--- config.mk ---
export PLATFORM = sky130hd
export DESIGN_NAME = gyro_bias_calibrate_and_correct
export DESIGN_NICKNAME = d
export VERILOG_FILES = /design/src/hw/rtl/gbc_pkg.sv /design/src/hw/rtl/gyro_bias_calibrate_and_correct.sv /design/src/hw/rtl/gbc_ctrl.sv /design/src/hw/rtl/gbc_datapath.sv
export VERILOG_INCLUDE_DIRS = /design/src /design/src/hw/rtl
export SDC_FILE = /design/constraint.sdc
export NUM_CORES = 1
export LEC_CHECK = 0
export BUFFER_PORTS_ARGS = -buffer_cell sky130_fd_sc_hd__buf_2
export CORE_MARGIN = 2
export CORE_UTILIZATION = 62
export CTS_CLUSTER_SIZE = 14
export DETAILED_ROUTE_END_ITERATION = 10
export PLACE_DENSITY = 0.87
export SYNTH_ARGS = -nofsm -noshare
export SYNTH_HDL_FRONTEND = slang
export SYNTH_SLANG_ARGS = --single-unit
--- constraint.sdc ---
create_clock -name i_clk -period 7.96 [get_ports i_clk]
set_input_delay 1.194 -clock i_clk [delete_from_list [all_inputs] [get_ports i_clk]]
set_output_delay 1.194 -clock i_clk [all_outputs]
set_load 0.01 [all_outputs]
--- src/hw/rtl/gyro_bias_calibrate_and_correct_assert.svh ---
// Assertion macros for the gyro bias calibration block.
`ifndef GYRO_BIAS_CALIBRATE_AND_CORRECT_ASSERT_SVH
`define GYRO_BIAS_CALIBRATE_AND_CORRECT_ASSERT_SVH

`ifndef SYNTHESIS
`define GBC_ASSERT_IMPLIES(label, clk, rst_n, ante, cons) \
    label: assert property (@(posedge clk) disable iff (!(rst_n)) (ante) |-> (cons)) \
        else $error("gbc assertion failed");
`define GBC_ASSERT_NEXT(label, clk, rst_n, ante, cons) \
    label: assert property (@(posedge clk) disable iff (!(rst_n)) (ante) |=> (cons)) \
        else $error("gbc assertion failed");
`else
`define GBC_ASSERT_IMPLIES(label, clk, rst_n, ante, cons)
`define GBC_ASSERT_NEXT(label, clk, rst_n, ante, cons)
`endif

`endif

--- src/hw/rtl/gbc_pkg.sv ---
// Types, constants and state codes shared by the gyro bias calibration block.
package gbc_pkg;

    localparam int MAX_CAL_SAMPLES_DEF = 1024;
    localparam int FRACTION_BITS_DEF   = 8;

    localparam int RAW_W     = 16;
    localparam int RATE_W    = 25;
    localparam int OFF_W     = 24;
    localparam int STATUS_W  = 2;
    localparam int CAL_W     = 11;
    localparam int DISP_W    = 16;
    localparam int CFG_DATA_W = 16;

    localparam logic [CAL_W-1:0]  CAL_COUNT_RST = CAL_W'(200);
    localparam logic [DISP_W-1:0] DISP_MAX_RST  = DISP_W'(131);

    typedef enum logic [0:0] {
        REG_CAL_COUNT = 1'b0,
        REG_DISP_MAX  = 1'b1
    } t_cfg_reg;

    typedef enum logic [STATUS_W-1:0] {
        ST_MEAS   = 2'd0,
        ST_PROG   = 2'd1,
        ST_ACCEPT = 2'd2,
        ST_REJECT = 2'd3
    } t_status;

    typedef enum logic [2:0] {
        S_IDLE,
        S_ACCUM,
        S_CHECK,
        S_DIVIDE,
        S_FINISH
    } t_state;

    typedef struct packed {
        logic                    kind;
        logic signed [RAW_W-1:0] raw_sample;
    } t_in;

    typedef struct packed {
        logic signed [RATE_W-1:0] corrected_rate;
        logic [STATUS_W-1:0]      status;
        logic signed [OFF_W-1:0]  offset_now;
    } t_out;

    typedef struct packed {
        logic    capture;
        logic    accum;
        logic    div_start;
        logic    emit;
        t_status code;
        logic    load_offset;
        logic    clear_run;
    } t_cmd;

    typedef struct packed {
        logic is_cal;
        logic run_end;
        logic spread_bad;
        logic div_done;
        logic out_free;
    } t_stat;

endpackage

--- src/hw/rtl/gyro_bias_calibrate_and_correct.sv ---
// Top level of the gyro Z zero-rate bias calibration and correction block.
//
// Input channel (i_valid / o_stall, payload i_data) takes one raw sample per
// beat, flagged as measurement or calibration. Output channel (o_valid /
// i_stall, payload o_data) returns exactly one result beat per input beat.
// Config registers are written through i_cfg_valid / o_cfg_ready, which is
// always ready; write only while the block is idle.
// After taking an input beat the block holds o_stall high until its result
// is in the output register; it then returns to idle for the next beat.
// The last sample of an accepted calibration run adds the serial divider,
// which yields one quotient bit per cycle.
// A finished result sits in an output register, so a new input beat is
// taken while it waits; a further result waits in the controller until the
// receiver drops i_stall. Reset clears the offset and the run statistics and
// loads cal_count = 200, dispersion_max = 131.
`include "gyro_bias_calibrate_and_correct_assert.svh"

module gyro_bias_calibrate_and_correct #(
    parameter int MAX_CAL_SAMPLES = gbc_pkg::MAX_CAL_SAMPLES_DEF,
    parameter int FRACTION_BITS   = gbc_pkg::FRACTION_BITS_DEF
) (
    input  logic                           i_clk,
    input  logic                           i_rst_n,
    input  logic                           i_valid,
    output logic                           o_stall,
    input  gbc_pkg::t_in                   i_data,
    output logic                           o_valid,
    input  logic                           i_stall,
    output gbc_pkg::t_out                  o_data,
    input  logic                           i_cfg_valid,
    output logic                           o_cfg_ready,
    input  gbc_pkg::t_cfg_reg              i_cfg_index,
    input  logic [gbc_pkg::CFG_DATA_W-1:0] i_cfg_data
);

    gbc_pkg::t_cmd  w_cmd;
    gbc_pkg::t_stat w_stat;
    logic           w_cfg_we;

    assign o_cfg_ready = 1'b1;
    assign w_cfg_we    = i_cfg_valid && o_cfg_ready;

    gbc_ctrl u_ctrl (
        .i_clk   (i_clk),
        .i_rst_n (i_rst_n),
        .i_valid (i_valid),
        .o_stall (o_stall),
        .i_stat  (w_stat),
        .o_cmd   (w_cmd)
    );

    gbc_datapath #(
        .MAX_CAL_SAMPLES (MAX_CAL_SAMPLES),
        .FRACTION_BITS   (FRACTION_BITS)
    ) u_datapath (
        .i_clk       (i_clk),
        .i_rst_n     (i_rst_n),
        .i_data      (i_data),
        .i_cfg_we    (w_cfg_we),
        .i_cfg_index (i_cfg_index),
        .i_cfg_data  (i_cfg_data),
        .i_cmd       (w_cmd),
        .o_stat      (w_stat),
        .o_data      (o_data),
        .o_valid     (o_valid),
        .i_stall     (i_stall)
    );

    `GBC_ASSERT_IMPLIES(a_emit_only_when_free, i_clk, i_rst_n, w_cmd.emit, w_stat.out_free)
    `GBC_ASSERT_IMPLIES(a_div_start_idle, i_clk, i_rst_n, w_cmd.div_start, w_stat.div_done)
    `GBC_ASSERT_IMPLIES(a_offset_with_emit, i_clk, i_rst_n, w_cmd.load_offset, w_cmd.emit)
    `GBC_ASSERT_NEXT(a_busy_after_accept, i_clk, i_rst_n, i_valid && !o_stall, o_stall)

endmodule

--- src/hw/rtl/gbc_ctrl.sv ---
// Sequencing state machine for the gyro bias calibration block.
module gbc_ctrl (
    input  logic          i_clk,
    input  logic          i_rst_n,
    input  logic          i_valid,
    output logic          o_stall,
    input  gbc_pkg::t_stat i_stat,
    output gbc_pkg::t_cmd  o_cmd
);

    gbc_pkg::t_state r_state;
    gbc_pkg::t_state n_state;

    always_ff @(posedge i_clk) begin
        if (!i_rst_n) begin
            r_state <= gbc_pkg::S_IDLE;
        end else begin
            r_state <= n_state;
        end
    end

    always_comb begin
        n_state = r_state;
        case (r_state)
            gbc_pkg::S_IDLE: begin
                if (i_valid) begin
                    n_state = gbc_pkg::S_ACCUM;
                end
            end
            gbc_pkg::S_ACCUM: begin
                n_state = gbc_pkg::S_CHECK;
            end
            gbc_pkg::S_CHECK: begin
                if (i_stat.is_cal && i_stat.run_end && !i_stat.spread_bad) begin
                    n_state = gbc_pkg::S_DIVIDE;
                end else if (i_stat.out_free) begin
                    n_state = gbc_pkg::S_IDLE;
                end
            end
            gbc_pkg::S_DIVIDE: begin
                if (i_stat.div_done) begin
                    n_state = gbc_pkg::S_FINISH;
                end
            end
            gbc_pkg::S_FINISH: begin
                if (i_stat.out_free) begin
                    n_state = gbc_pkg::S_IDLE;
                end
            end
            default: begin
                n_state = gbc_pkg::S_IDLE;
            end
        endcase
    end

    always_comb begin
        o_cmd   = '0;
        o_cmd.code = gbc_pkg::ST_MEAS;
        o_stall = 1'b1;
        case (r_state)
            gbc_pkg::S_IDLE: begin
                o_stall       = 1'b0;
                o_cmd.capture = i_valid;
            end
            gbc_pkg::S_ACCUM: begin
                o_cmd.accum = 1'b1;
            end
            gbc_pkg::S_CHECK: begin
                if (i_stat.is_cal && i_stat.run_end && !i_stat.spread_bad) begin
                    o_cmd.div_start = 1'b1;
                end else if (i_stat.out_free) begin
                    o_cmd.emit = 1'b1;
                    if (!i_stat.is_cal) begin
                        o_cmd.code = gbc_pkg::ST_MEAS;
                    end else if (i_stat.run_end) begin
                        o_cmd.code      = gbc_pkg::ST_REJECT;
                        o_cmd.clear_run = 1'b1;
                    end else begin
                        o_cmd.code = gbc_pkg::ST_PROG;
                    end
                end
            end
            gbc_pkg::S_DIVIDE: begin
                o_stall = 1'b1;
            end
            gbc_pkg::S_FINISH: begin
                if (i_stat.out_free) begin
                    o_cmd.emit        = 1'b1;
                    o_cmd.code        = gbc_pkg::ST_ACCEPT;
                    o_cmd.load_offset = 1'b1;
                    o_cmd.clear_run   = 1'b1;
                end
            end
            default: begin
                o_stall = 1'b1;
            end
        endcase
    end

endmodule

--- src/hw/rtl/gbc_datapath.sv ---
// Datapath: config registers, run statistics, serial divider and output register.
module gbc_datapath #(
    parameter int MAX_CAL_SAMPLES = gbc_pkg::MAX_CAL_SAMPLES_DEF,
    parameter int FRACTION_BITS   = gbc_pkg::FRACTION_BITS_DEF
) (
    input  logic                              i_clk,
    input  logic                              i_rst_n,
    input  gbc_pkg::t_in                      i_data,
    input  logic                              i_cfg_we,
    input  gbc_pkg::t_cfg_reg                 i_cfg_index,
    input  logic [gbc_pkg::CFG_DATA_W-1:0]    i_cfg_data,
    input  gbc_pkg::t_cmd                     i_cmd,
    output gbc_pkg::t_stat                    o_stat,
    output gbc_pkg::t_out                     o_data,
    output logic                              o_valid,
    input  logic                              i_stall
);

    localparam int RAW_W  = gbc_pkg::RAW_W;
    localparam int OFF_W  = gbc_pkg::OFF_W;
    localparam int RATE_W = gbc_pkg::RATE_W;
    localparam int CAL_W  = gbc_pkg::CAL_W;
    localparam int CNT_W  = $clog2(MAX_CAL_SAMPLES + 1);
    localparam int SUM_W  = RAW_W + $clog2(MAX_CAL_SAMPLES);
    localparam int DIV_W  = SUM_W + FRACTION_BITS;
    localparam int QW     = DIV_W + 1;
    localparam int STEP_W = $clog2(DIV_W + 1);
    localparam int TW     = (CNT_W > CAL_W) ? CNT_W : CAL_W;
    localparam int SP_W   = RAW_W + 1;
    localparam int RW     = ((RAW_W + FRACTION_BITS > OFF_W) ? RAW_W + FRACTION_BITS : OFF_W) + 1;
    localparam int CW     = (QW > OFF_W) ? QW : OFF_W;

    localparam logic signed [RW-1:0] L_RMAX = RW'((64'sd1 <<< (RATE_W - 1)) - 64'sd1);
    localparam logic signed [RW-1:0] L_RMIN = RW'(-(64'sd1 <<< (RATE_W - 1)));
    localparam logic signed [CW-1:0] L_OMAX = CW'((64'sd1 <<< (OFF_W - 1)) - 64'sd1);
    localparam logic signed [CW-1:0] L_OMIN = CW'(-(64'sd1 <<< (OFF_W - 1)));

    logic [CAL_W-1:0]                r_cal_count;
    logic [gbc_pkg::DISP_W-1:0]      r_disp_max;
    gbc_pkg::t_in                    r_in;
    logic signed [OFF_W-1:0]         r_offset;
    logic signed [SUM_W-1:0]         r_sum;
    logic signed [RAW_W-1:0]         r_min;
    logic signed [RAW_W-1:0]         r_max;
    logic [CNT_W-1:0]                r_cnt;
    logic [DIV_W-1:0]                r_quo;
    logic [CNT_W-1:0]                r_rem;
    logic [STEP_W-1:0]               r_step;
    gbc_pkg::t_out                   r_out;
    logic                            r_out_valid;

    logic signed [SUM_W-1:0]         w_raw_ext;
    logic [TW-1:0]                   w_cal_ext;
    logic [TW-1:0]                   w_target;
    logic signed [SP_W-1:0]          w_spread;
    logic [SUM_W-1:0]                w_mag;
    logic [CNT_W:0]                  w_trial;
    logic                            w_qbit;
    logic signed [QW-1:0]            w_q;
    logic signed [CW-1:0]            w_q_ext;
    logic signed [OFF_W-1:0]         w_off_new;
    logic signed [RW-1:0]            w_rate_full;
    logic signed [RATE_W-1:0]        w_rate;

    assign w_raw_ext = SUM_W'($signed(r_in.raw_sample));
    assign w_cal_ext = TW'(r_cal_count);
    assign w_target  = (w_cal_ext == '0) ? TW'(1) :
                       (w_cal_ext > TW'(MAX_CAL_SAMPLES)) ? TW'(MAX_CAL_SAMPLES) : w_cal_ext;
    assign w_spread  = SP_W'(r_max) - SP_W'(r_min);
    assign w_mag     = r_sum[SUM_W-1] ? SUM_W'(-r_sum) : SUM_W'(r_sum);

    assign w_trial = {r_rem, r_quo[DIV_W-1]};
    assign w_qbit  = (w_trial >= {1'b0, r_cnt});

    assign w_q       = r_sum[SUM_W-1] ? -$signed({1'b0, r_quo}) : $signed({1'b0, r_quo});
    assign w_q_ext   = CW'(w_q);
    assign w_off_new = (w_q_ext > L_OMAX) ? OFF_W'(L_OMAX) :
                       (w_q_ext < L_OMIN) ? OFF_W'(L_OMIN) : OFF_W'(w_q_ext);

    assign w_rate_full = (RW'($signed(r_in.raw_sample)) <<< FRACTION_BITS) - RW'(r_offset);
    assign w_rate      = (w_rate_full > L_RMAX) ? RATE_W'(L_RMAX) :
                         (w_rate_full < L_RMIN) ? RATE_W'(L_RMIN) : RATE_W'(w_rate_full);

    always_ff @(posedge i_clk) begin
        if (!i_rst_n) begin
            r_cal_count <= gbc_pkg::CAL_COUNT_RST;
            r_disp_max  <= gbc_pkg::DISP_MAX_RST;
        end else if (i_cfg_we) begin
            case (i_cfg_index)
                gbc_pkg::REG_CAL_COUNT: r_cal_count <= i_cfg_data[CAL_W-1:0];
                gbc_pkg::REG_DISP_MAX:  r_disp_max  <= i_cfg_data;
                default: begin
                end
            endcase
        end
    end

    always_ff @(posedge i_clk) begin
        if (i_cmd.capture) begin
            r_in <= i_data;
        end
    end

    always_ff @(posedge i_clk) begin
        if (!i_rst_n) begin
            r_sum <= '0;
            r_min <= '0;
            r_max <= '0;
            r_cnt <= '0;
        end else if (i_cmd.clear_run) begin
            r_sum <= '0;
            r_min <= '0;
            r_max <= '0;
            r_cnt <= '0;
        end else if (i_cmd.accum && r_in.kind) begin
            r_cnt <= r_cnt + CNT_W'(1);
            if (r_cnt == '0) begin
                r_sum <= w_raw_ext;
                r_min <= r_in.raw_sample;
                r_max <= r_in.raw_sample;
            end else begin
                r_sum <= r_sum + w_raw_ext;
                if (r_in.raw_sample < r_min) begin
                    r_min <= r_in.raw_sample;
                end
                if (r_in.raw_sample > r_max) begin
                    r_max <= r_in.raw_sample;
                end
            end
        end
    end

    // restoring divide of |sum| << FRACTION_BITS by the sample count, one bit a cycle
    always_ff @(posedge i_clk) begin
        if (!i_rst_n) begin
            r_step <= '0;
        end else if (i_cmd.div_start) begin
            r_step <= STEP_W'(DIV_W);
        end else if (r_step != '0) begin
            r_step <= r_step - STEP_W'(1);
        end
    end

    always_ff @(posedge i_clk) begin
        if (i_cmd.div_start) begin
            r_quo <= DIV_W'(w_mag) << FRACTION_BITS;
            r_rem <= '0;
        end else if (r_step != '0) begin
            r_quo <= {r_quo[DIV_W-2:0], w_qbit};
            r_rem <= w_qbit ? CNT_W'(w_trial - {1'b0, r_cnt}) : CNT_W'(w_trial);
        end
    end

    always_ff @(posedge i_clk) begin
        if (!i_rst_n) begin
            r_offset <= '0;
        end else if (i_cmd.load_offset) begin
            r_offset <= w_off_new;
        end
    end

    always_ff @(posedge i_clk) begin
        if (!i_rst_n) begin
            r_out_valid <= 1'b0;
        end else if (i_cmd.emit) begin
            r_out_valid <= 1'b1;
        end else if (!i_stall) begin
            r_out_valid <= 1'b0;
        end
    end

    always_ff @(posedge i_clk) begin
        if (i_cmd.emit) begin
            r_out.corrected_rate <= (i_cmd.code == gbc_pkg::ST_MEAS) ? w_rate : '0;
            r_out.status         <= gbc_pkg::STATUS_W'(i_cmd.code);
            r_out.offset_now     <= i_cmd.load_offset ? w_off_new : r_offset;
        end
    end

    assign o_stat.is_cal     = r_in.kind;
    assign o_stat.run_end    = (TW'(r_cnt) >= w_target);
    assign o_stat.spread_bad = (w_spread > $signed({1'b0, r_disp_max}));
    assign o_stat.div_done   = (r_step == '0);
    assign o_stat.out_free   = !r_out_valid || !i_stall;

    assign o_data  = r_out;
    assign o_valid = r_out_valid;

endmodule

Word-level counts from Yosys, hierarchy flattened --
Index checks and enable logic that the tools add are counted.
Storage, ports and cells: output and inout port bits 54, bits of input ports 39, register bits 243
Cells by class: $lt $le $gt $ge 10, bitwise gates (word level) 3, muxes and demuxes 43, $add $sub $neg 8, equal/unequal tests 7, reduce and logical (&&, ||, !) cells 24
Operator list (number):
- $mux 24 | 4
- $mux 34 | 2
- $mux 16 | 4
- $mux 26 | 2
- $gt 35x24->1 const B | 1
- $lt 35x24->1 const B | 1
- $mux 35 | 1
- $neg 34->35 | 1
- $mux 11 | 3
- $add 26x16->26 | 1
- $neg 26->26 | 1
- $gt 25x25->1 const B | 1
- $lt 25x25->1 const B | 1
- $mux 25 | 1
- $sub 24x24->25 | 1
- $logic_not 11->1 | 2
- $mux 3 | 6
- $gt 17x17->1 | 1
- $sub 16x16->17 | 1
- $gt 16x16->1 | 1
- $lt 16x16->1 | 1
- $pmux 3 s5 | 1
- $ge 12x11->1 | 1
- $mux 1 | 12
- 26 further kinds | 44

Depth between registers and ports, before layout --
Gate-level depths: netlist of run 1.
word-level depth 12, gate-level depth with buffers 24, gate-level depth less buffers 22

Hierarchy --
From an unflattened synthesis of run 1, not the netlist that was laid out.
Second synthesis, totals: cells, all modules 1865, area, all modules 16133.0 um^2
By module, submodules not included:
- gbc_datapath | instances 1, sequential area each 5745.5 um^2, area an instance 15842.7 um^2, cells an instance 1831
- gbc_ctrl | instances 1, sequential area each 60.1 um^2, area an instance 279.0 um^2, cells an instance 32
- gyro_bias_calibrate_and_correct | instances 1, sequential area each 0.0 um^2, area an instance 11.3 um^2, cells an instance 2

Least setup slack after synthesis of run 1 --
Ideal clock, no wire load.
path kind register to register, start point register u_datapath.r_min[1], end point register u_datapath.r_out (netlist bit u_datapath.o_data[0]) (enable), data required time 7.482 ns, arrival time 5.589 ns, path slack 1.893 ns, stages on the path, launching flop included 21, library setup time 0.478 ns, clock period less this slack 6.067 ns, path through dfxtp_1 > inv_1 > ha_1 > nor2b_1 > o21ai_0 > a21boi_0 > o211ai_1 > a31oi_1 > nand4_1 > nand4b_1 > a21oi_1 > xnor2_1 > ha_1 > nand3_1 > nor4_1 > nand3_1 > nand2_1 > a211o_1 > nand2b_1 > nand2_1 > a21oi_1
RTL lines:
- start, declared | RTL line gbc_datapath.sv:43 | logic signed [RAW_W-1:0] r_min;
- start signal, assigned | RTL line gbc_datapath.sv:119 | r_min <= r_in.raw_sample;
- start signal, assigned | RTL line gbc_datapath.sv:124 | r_min <= r_in.raw_sample;
- end, declared | RTL line gbc_datapath.sv:49 | gbc_pkg::t_out r_out;

Final worst setup path of run 1 --
start point register u_datapath.r_min[1], end point register u_datapath.r_quo[23] (enable)
On the way: longest elaborated chain between the ends 7
Ends and longest elaborated chain:
- $sub 16x16->17 | RTL line gbc_datapath.sv:69 | assign w_spread = SP_W'(r_max) - SP_W'(r_min);
- $gt 17x17->1 | RTL line gbc_datapath.sv:182 | assign o_stat.spread_bad = (w_spread > $signed({1'b0, r_disp_max}));
- $logic_not 1->1 | RTL line gbc_ctrl.sv:69 | if (i_stat.is_cal && i_stat.run_end && !i_stat.spread_bad) begin
- $logic_and 1x1->1 | RTL line gbc_ctrl.sv:69
- $mux 1 | RTL line gbc_ctrl.sv:69
- $mux 1 | RTL line gbc_ctrl.sv:60 | case (r_state)
- $reduce_bool 2->1 (no source line)
- end signal, assigned | RTL line gbc_datapath.sv:146 | r_quo <= DIV_W'(w_mag) << FRACTION_BITS;
- end signal, assigned | RTL line gbc_datapath.sv:149 | r_quo <= {r_quo[DIV_W-2:0], w_qbit};
- end, declared | RTL line gbc_datapath.sv:46 | logic [DIV_W-1:0] r_quo;
Every way passes these cells. A chain may end at the register's enable or synchronous reset.

==> results of run 1 <==
==> worst min-delay path: cells and delay by family (launching register included) <==
kind | cells | cell delay (ns)
AO/OA/AOI/OAI | 1 | 0.05
flip-flops | 1 | 0.31
AND/OR/NAND/NOR | 1 | 0.05
==> logic make-up (layout without fill, tap and decap cells) <==
group / count (synthesis) / count (layout)
buffers and inverters: 188 / 260
adder cells (fa/ha/maj): 136 / 136
flip-flops: 243 / 243
AO/OA/AOI/OAI: 467 / 467
AND/OR/NAND/NOR: 656 / 656
XOR/XNOR: 111 / 111
other: 1 / 1
multiplexers: 25 / 25
==> flip-flops by register name (all words and copies together), names as in the netlist, 6 cells and up <==
| register | count |
|---|---|
| u_datapath.r_step | 6 |
| u_datapath.r_sum | 26 |
| u_datapath.r_cal_count | 11 |
| u_datapath.o_data | 51 |
| u_datapath.r_rem | 11 |
| u_datapath.r_cnt | 11 |
| u_datapath.r_quo | 34 |
| u_datapath.r_disp_max | 16 |
| u_datapath.r_in | 16 |
| u_datapath.r_max | 16 |
| u_datapath.r_min | 16 |
| u_datapath.r_offset | 24 |
==> stage by stage <==
stage          worst slack [ns]  util, %
3_5_place_dp               2.61     65.6
3_3_place_gp               2.76     65.6
2_1_floorplan              1.89        -
6_report                   2.52     69.0
5_1_grt                    2.07     69.0
4_1_cts                    2.58     69.0
==> cell usage in the layout, fill, tap and decap left out, types with 17 or more instances in the layout <==
| master | count |
|---|---|
| clkbuf_16 | 27 |
| nor2_1 | 176 |
| nand3_1 | 79 |
| xnor2_1 | 55 |
| o31ai_1 | 20 |
| nor3_1 | 44 |
| nor2b_1 | 21 |
| a21boi_0 | 27 |
| buf_2 | 91 |
| nand2_1 | 204 |
| mux2i_1 | 23 |
| a21o_1 | 28 |
| o21ai_0 | 101 |
| xor2_1 | 56 |
| inv_1 | 104 |
| nand4_1 | 21 |
| edfxtp_1 | 94 |
| ha_1 | 133 |
| a21oi_1 | 106 |
| or3_1 | 17 |
| a211oi_1 | 26 |
| o21a_1 | 18 |
| dfxtp_1 | 148 |
==> power by group <==
group	switching [W]	internal, W
clock	0.000507	0.000702
sequential	0.000233	0.00154
combinational	0.000886	0.000635
total	0.00163	0.00287
==> area by class of cell <==
| class | instances | area [um^2] | area share [%] |
|---|---|---|---|
| multi-input combinational | 1396 | 9250 | 53.5 |
| sequential | 243 | 5810 | 33.6 |
| clock buffer | 33 | 718 | 4.16 |
| timing repair buffer | 105 | 561 | 3.25 |
| tap | 330 | 413 | 2.39 |
| inverter | 106 | 398 | 2.30 |
| clock inverter | 16 | 130 | 0.753 |
==> routing by layer <==
| layer | share of wire [%] | vias to the layer above | wire [um] |
|---|---|---|---|
| met5 | 0 | - | 0 |
| met4 | 4.9 | 0 | 1920 |
| met3 | 7.6 | 149 | 2960 |
| met2 | 48 | 594 | 18700 |
| met1 | 40 | 6562 | 15500 |
| li1 | - | 6716 | - |
==> worst max-delay path by stage <==
stage	from	slack, ns	cells after the start	endpoint
finish	u_datapath.r_min[1]	2.52	21	u_datapath.r_quo[23]
global route	u_datapath.r_min[1]	2.07	21	u_datapath.r_quo[12]
CTS	u_datapath.r_min[1]	2.58	21	u_datapath.r_quo[23]
detailed placement	u_datapath.r_min[1]	2.61	21	u_datapath.r_quo[11]
global placement	u_datapath.r_max[0]	2.76	22	u_datapath.r_quo[12]
floorplan	u_datapath.r_min[1]	1.89	20	u_datapath.o_data[0]
==> flow_metrics.env, run 1 <==
export IMPL_cts_tree="yes"
export IMPL_initial_core_util_pct=62.8
export IMPL_synth_top_area_share_pct=19.0
export IMPL_powerDensity_nw_per_um2=260
export IMPL_finalWirelength_um=39100
export IMPL_pin_count=93
export IMPL_holdWs_ns=0.462
export IMPL_min_path_cells=2
export IMPL_cts_resized=0
export IMPL_vdd_drop_max_mv=0.210
export IMPL_hold_path_end="u_datapath.r_rem[10]"
export IMPL_dp_cells=2180
export IMPL_r2r_slack_ns=2.52
export IMPL_seq_area_frac_synth_pct=36.9
export IMPL_finalPower_w=0.00450
export IMPL_grt_util_met2_pct=49.9
export IMPL_async_flop_share_pct=0
export IMPL_synth_most_common_cell="nand2_1"
export IMPL_busiest_layer="met2"
export IMPL_vias=14021
export IMPL_clock_path_buffers=3
export IMPL_critPathBufInv=2
export IMPL_grt_pass1_vias=13234
export IMPL_hp_class="register to register"
export IMPL_grt_max_degree=61
export IMPL_dpl_cell_area_um2=16400
export IMPL_vias_per_cell=6.29
export IMPL_worstPathArrival_ns=5.60
export IMPL_r2r_end="u_datapath.r_quo[23]"
export IMPL_synth_area_leaders="dfxtp_1 19%, edfxtp_1 18%, ha_1 11%, nand2_1 4.9%, nor2_1 4.2%"
export IMPL_ff2ff_path_depth=21
export IMPL_postCtsSetupBuffers=0
export IMPL_yosysUniqueCellTypes=80
export IMPL_period_minus_slack_ns=5.44
export IMPL_routedWlPerCell_um=17.5
export IMPL_cp_start_kind="register"
export IMPL_grt_ovfl_total=0
export IMPL_finalSetupTns_ns=0
export IMPL_yosysWarningCount=0
export IMPL_path_cells="inv_1 -> ha_1 -> nor2b_1 -> o21ai_0 -> a21boi_0 -> o211ai_1 -> a31oi_1 -> nand4_1 -> nand4b_1 -> a21oi_1 -> xnor2_1 -> ha_1 -> nand3_1 -> nor4_1 -> nand3_1 -> nand2_1 -> a211o_1 -> nand2b_1 -> or3_1 -> buf_4 -> nand2_1"
export IMPL_syn_nets=2002
export IMPL_slew_headroom_pct=19.5
export IMPL_cts_sinks=243
export IMPL_slowest_delay_ns=0.82
export IMPL_hold_viol=0
export IMPL_hpwlAfterDp_um=28400
export IMPL_slowest_stage="nand2_1"
export IMPL_dr_pass1_iters=5
export IMPL_globalRouteTotalUtil_pct=29.1
export IMPL_fin_worst_skew_ns=0.00882
export IMPL_drive_gt1_share_pct=9.85
export IMPL_cts_inserted_buffers=27
export IMPL_worst_pin_slew_ns=1.20
export IMPL_layoutNonFillerInstCount=2229
export IMPL_drv_cap=0
export IMPL_grt_setup_unrepaired="false"
export IMPL_crit_type="register to register"
export IMPL_core_region_area_um2=25000
export IMPL_hold_path_startpoint="u_datapath.r_rem[10]"
export IMPL_fin_crit_sh_pct=68.4
export IMPL_synth_ff_type="dfxtp_1"
export IMPL_rows=58
export IMPL_drc=0
export IMPL_die_w_um=163
export IMPL_clockRootBuffer="clkbuf_16"
export IMPL_synthMuxAreaShare_pct=1.61
export IMPL_fillers=1916
export IMPL_drtIter0Drc=1485
export IMPL_timing_fmax_mhz=184
export IMPL_grt_pass1_wl_um=63700
export IMPL_gp_congestion=0.943
export IMPL_synth_compound_area_share_pct=20.1
export IMPL_use_met1_pct=36.0
export IMPL_antenna_found_initial=0
export IMPL_synthSimpleGateAreaFrac_pct=19.7
export IMPL_ctsHtreeMaxLevel=1
export IMPL_grt_use_met3_pct=4.27
export IMPL_syn_avg_cell_area_um2=8.61
export IMPL_fin_area_um2=17300
export IMPL_syn_to_final_growth_pct=9.79
export IMPL_nets=2054
export IMPL_ys_ff_latch=243
export IMPL_power_static_leakage_nw=6.84
export IMPL_r2r_start="u_datapath.r_min[1]"
export IMPL_synth_adder_area_share_pct=11.0
export IMPL_status="finished, final reports clean"
export IMPL_synth_top_family_by_area="compound AO/OA/AOI/OAI gates"
export IMPL_n_antenna_cell=0
export IMPL_critPathCaptureType="register"
export IMPL_setup_viol=0
export IMPL_clk_pin_slew_ns=0.06
export IMPL_synth_xor_xnor_area_share_pct=6.18
export IMPL_netlist_top_cells_count="204 x nand2_1, 176 x nor2_1, 149 x dfxtp_1"
export IMPL_path_max_fanout=54
export IMPL_synth_edf_count=94
export IMPL_drv_slew=0
export IMPL_postCtsHoldBufs=0
export IMPL_insertion_delay_ns=0.54
export IMPL_die_area_um2=26700
export IMPL_syn_area_um2=15700
export IMPL_critical_path_required_ns=8.11
export IMPL_yosysTopAreaCell="dfxtp_1"
export IMPL_cpLargestDelayFamily="simple AND/OR/NAND/NOR gates"
export IMPL_die_h_um=163
export IMPL_synth_cells=1827
export IMPL_ant_nets=0
export IMPL_portBuffers=91
No activity file was read; power rests on OpenSTA's default activity.
==> run 2: changes to the inputs <==
Settings changed: CORE_UTILIZATION 62 to 56, PLACE_DENSITY 0.87 to 0.83.
Clock period 7.96 ns to 4.6 ns, I/O delays scaled along.
==> run 2 against run 1 <==
Via count fell by 0.67%. Clock skew up 0.012 ns. Worst setup slack lost 2.3 ns. Hold slack worse by 0.14 ns. Highest routed layer unchanged. Combinational power grew 84%. Cell count increased by 3.6%. Final area up 3.5%. Clock power grew 88%. Power increased by 80%. Wire length up 3.3%.
==> flow_metrics.env, run 2 (same netlist as run 1, synthesis figures left out) <==
export IMPL_antenna_found_initial=0
export IMPL_r2r_end="u_datapath.r_quo[15]"
export IMPL_largest_reg_flops=51
export IMPL_worst_pin_slew_ns=1.29
export IMPL_grt_pass1_vias=13095
export IMPL_seq_area_um2=5810
export IMPL_p_switching_w=0.00287
export IMPL_rows=61
export IMPL_drive_gt1_share_pct=12.5
export IMPL_ctsHtreeMaxLevel=1
export IMPL_finalSetupTns_ns=0
export IMPL_syn_to_final_growth_pct=13.7
export IMPL_critPathCaptureType="register"
export IMPL_cts_tree="yes"
export IMPL_comb_power_share_pct=34.5
export IMPL_fillers=2219
export IMPL_grt_pass1_wl_um=62300
export IMPL_sw_frac_of_total_pct=35.5
export IMPL_fin_crit_sh_pct=96.2
export IMPL_clock_path_buffers=3
export IMPL_power_frac_seq_pct=37.5
export IMPL_drv_cap=0
export IMPL_ant_nets=0
export IMPL_initial_core_util_pct=56.8
export IMPL_powerDensity_nw_per_um2=453
export IMPL_pin_count=93
export IMPL_grt_ovfl_total=0
export IMPL_postCtsHoldBufs=0
export IMPL_drv_slew=0
export IMPL_period_minus_slack_ns=4.43
export IMPL_cts_inserted_buffers=27
export IMPL_globalRouteTotalUtil_pct=25.8
export IMPL_power_static_leakage_nw=7.12
export IMPL_vdd_drop_max_mv=0.365
export IMPL_most_common_layout_cells="201 x nand2_1, 174 x nor2_1, 148 x dfxtp_1"
export IMPL_clock_power_share_pct=28.0
export IMPL_r2r_start="u_datapath.r_max[0]"
export IMPL_slew_headroom_pct=13.8
export IMPL_core_region_area_um2=27700
export IMPL_vias=13927
export IMPL_cp_start_kind="register"
export IMPL_setup_viol=0
export IMPL_grt_max_degree=61
export IMPL_multi_input_comb_area_um2=9350
export IMPL_cts_sinks=243
export IMPL_hp_class="input pin to register"
export IMPL_r2r_slack_ns=0.17
export IMPL_hpwlAfterDp_um=28600
export IMPL_ff2ff_path_depth=23
export IMPL_dp_cells=2243
export IMPL_slowest_stage="or3_4"
export IMPL_endpoint="u_datapath.r_quo[15]"
export IMPL_routedWlPerCell_um=17.5
export IMPL_timing_fmax_mhz=226
export IMPL_insertion_delay_ns=0.54
export IMPL_holdWs_ns=0.320
export IMPL_startpoint="u_datapath.r_max[0]"
export IMPL_finalPower_w=0.00809
export IMPL_hold_viol=0
export IMPL_path_cells="inv_1 -> ha_2 -> fa_2 -> nor2b_4 -> o2111ai_4 -> nand3_2 -> nand2_2 -> nor2_2 -> nor3_2 -> o21bai_1 -> a21oi_2 -> xnor2_1 -> ha_1 -> a21o_1 -> a21oi_2 -> o211ai_1 -> nor3_1 -> a211o_1 -> nand2b_4 -> or3_4 -> clkbuf_16 -> nand3_1 -> o21ai_0"
export IMPL_clk_pin_slew_ns=0.06
export IMPL_fin_util_pct=64.5
export IMPL_critical_path_required_ns=4.86
export IMPL_portBuffers=91
export IMPL_n_antenna_cell=0
export IMPL_worstPathArrival_ns=4.69
export IMPL_nets=2086
export IMPL_crit_type="register to register"
export IMPL_die_h_um=172
export IMPL_drc=0
export IMPL_vias_per_cell=6.03
export IMPL_die_area_um2=29400
export IMPL_cell_internal_pwr_w=0.00522
export IMPL_cp_common_cell="a21oi_2"
export IMPL_fin_worst_skew_ns=0.0213
export IMPL_die_w_um=172
export IMPL_gp_congestion=0.922
export IMPL_finalWirelength_um=40400
export IMPL_clockRootBuffer="clkbuf_16"
export IMPL_path_max_fanout=7
export IMPL_slowest_delay_ns=0.44
export IMPL_status="finished, final reports clean"
export IMPL_layoutNonFillerInstCount=2309
export IMPL_final_common_cell="nand2_1"
export IMPL_drtIter0Drc=873
export IMPL_dr_pass1_iters=5
-- run 2: cell count changes in the layout (fill, tap and decap cells not counted), sizes merged --
| cell | delta |
|---|---|
| clkinvlp | +2 |
| buf | +27 |
| clkinv | -6 |
| bufinv | +1 |
| clkbuf | +7 |
| o21ai | +1 |
-- run 2: critical path, delay by kind of cell, from the launching register on --
kind / cells / cell delay [ns]
simple gates: 9 / 1.35
fa+ha+maj: 3 / 0.93
buf+inv: 2 / 0.24
compound gates: 8 / 1.18
xor+xnor: 1 / 0.13
flops: 1 / 0.32
-- run 2: layout make-up --
type	count	area share, %
well taps	378	2.65
clock inverters	13	0.840
repair buffers	136	5.12
flip-flops and latches	243	32.5
multi-input cells	1397	52.3
clock buffers	36	4.43
inverters	106	2.23
-- run 2: per-layer routing --
layer / track usage (%) / up-vias / wire, um
met5: 0 / - / 0
met4: 9.25 / 0 / 1360
met3: 3.75 / 93 / 2650
met2: 46.1 / 471 / 19700
met1: 31.6 / 6578 / 16600
li1: - / 6785 / -
-- run 2: through the flow --
stage          area, um^2  setup slack [ns]
2_1_floorplan       15700            0.0934
3_3_place_gp        16600           -0.0455
3_5_place_dp        16600            -0.224
4_1_cts             17600            0.0210
5_1_grt             17900           -0.0342
6_report            17900             0.174
-- run 2: worst min path at each step --
stage / startpoint / to / slack (ns) / cells after the start
floorplan: u_datapath.r_rem[10] / u_datapath.r_rem[10] / 0.43 / 2
global placement: u_datapath.r_rem[10] / u_datapath.r_rem[10] / 0.44 / 2
detailed placement: u_datapath.r_min[12] / u_datapath.r_min[12] / 0.46 / 2
CTS: i_data[2] / u_datapath.r_in[2] / 0.30 / 1
global route: i_data[2] / u_datapath.r_in[2] / 0.30 / 1
finish: i_data[2] / u_datapath.r_in[2] / 0.32 / 1
-- run 2: power by group through the flow --
stage          registers, W  clock network (W)  logic [W]
4_1_cts             0.00302            0.00229    0.00270
6_report            0.00303            0.00227    0.00280
3_3_place_gp        0.00305                  0    0.00255
2_1_floorplan       0.00292                  0    0.00214
5_1_grt             0.00308            0.00237    0.00313
3_5_place_dp        0.00306                  0    0.00266
-- run 2: what timing repair did --
item / 4_1_cts / 5_1_grt
gates cloned: 0 / 7
endpoints found under the setup margin: 54 / 199
setup buffers: 1 / 9
gates resized for setup: 6 / 20
pin swaps: 3 / 17
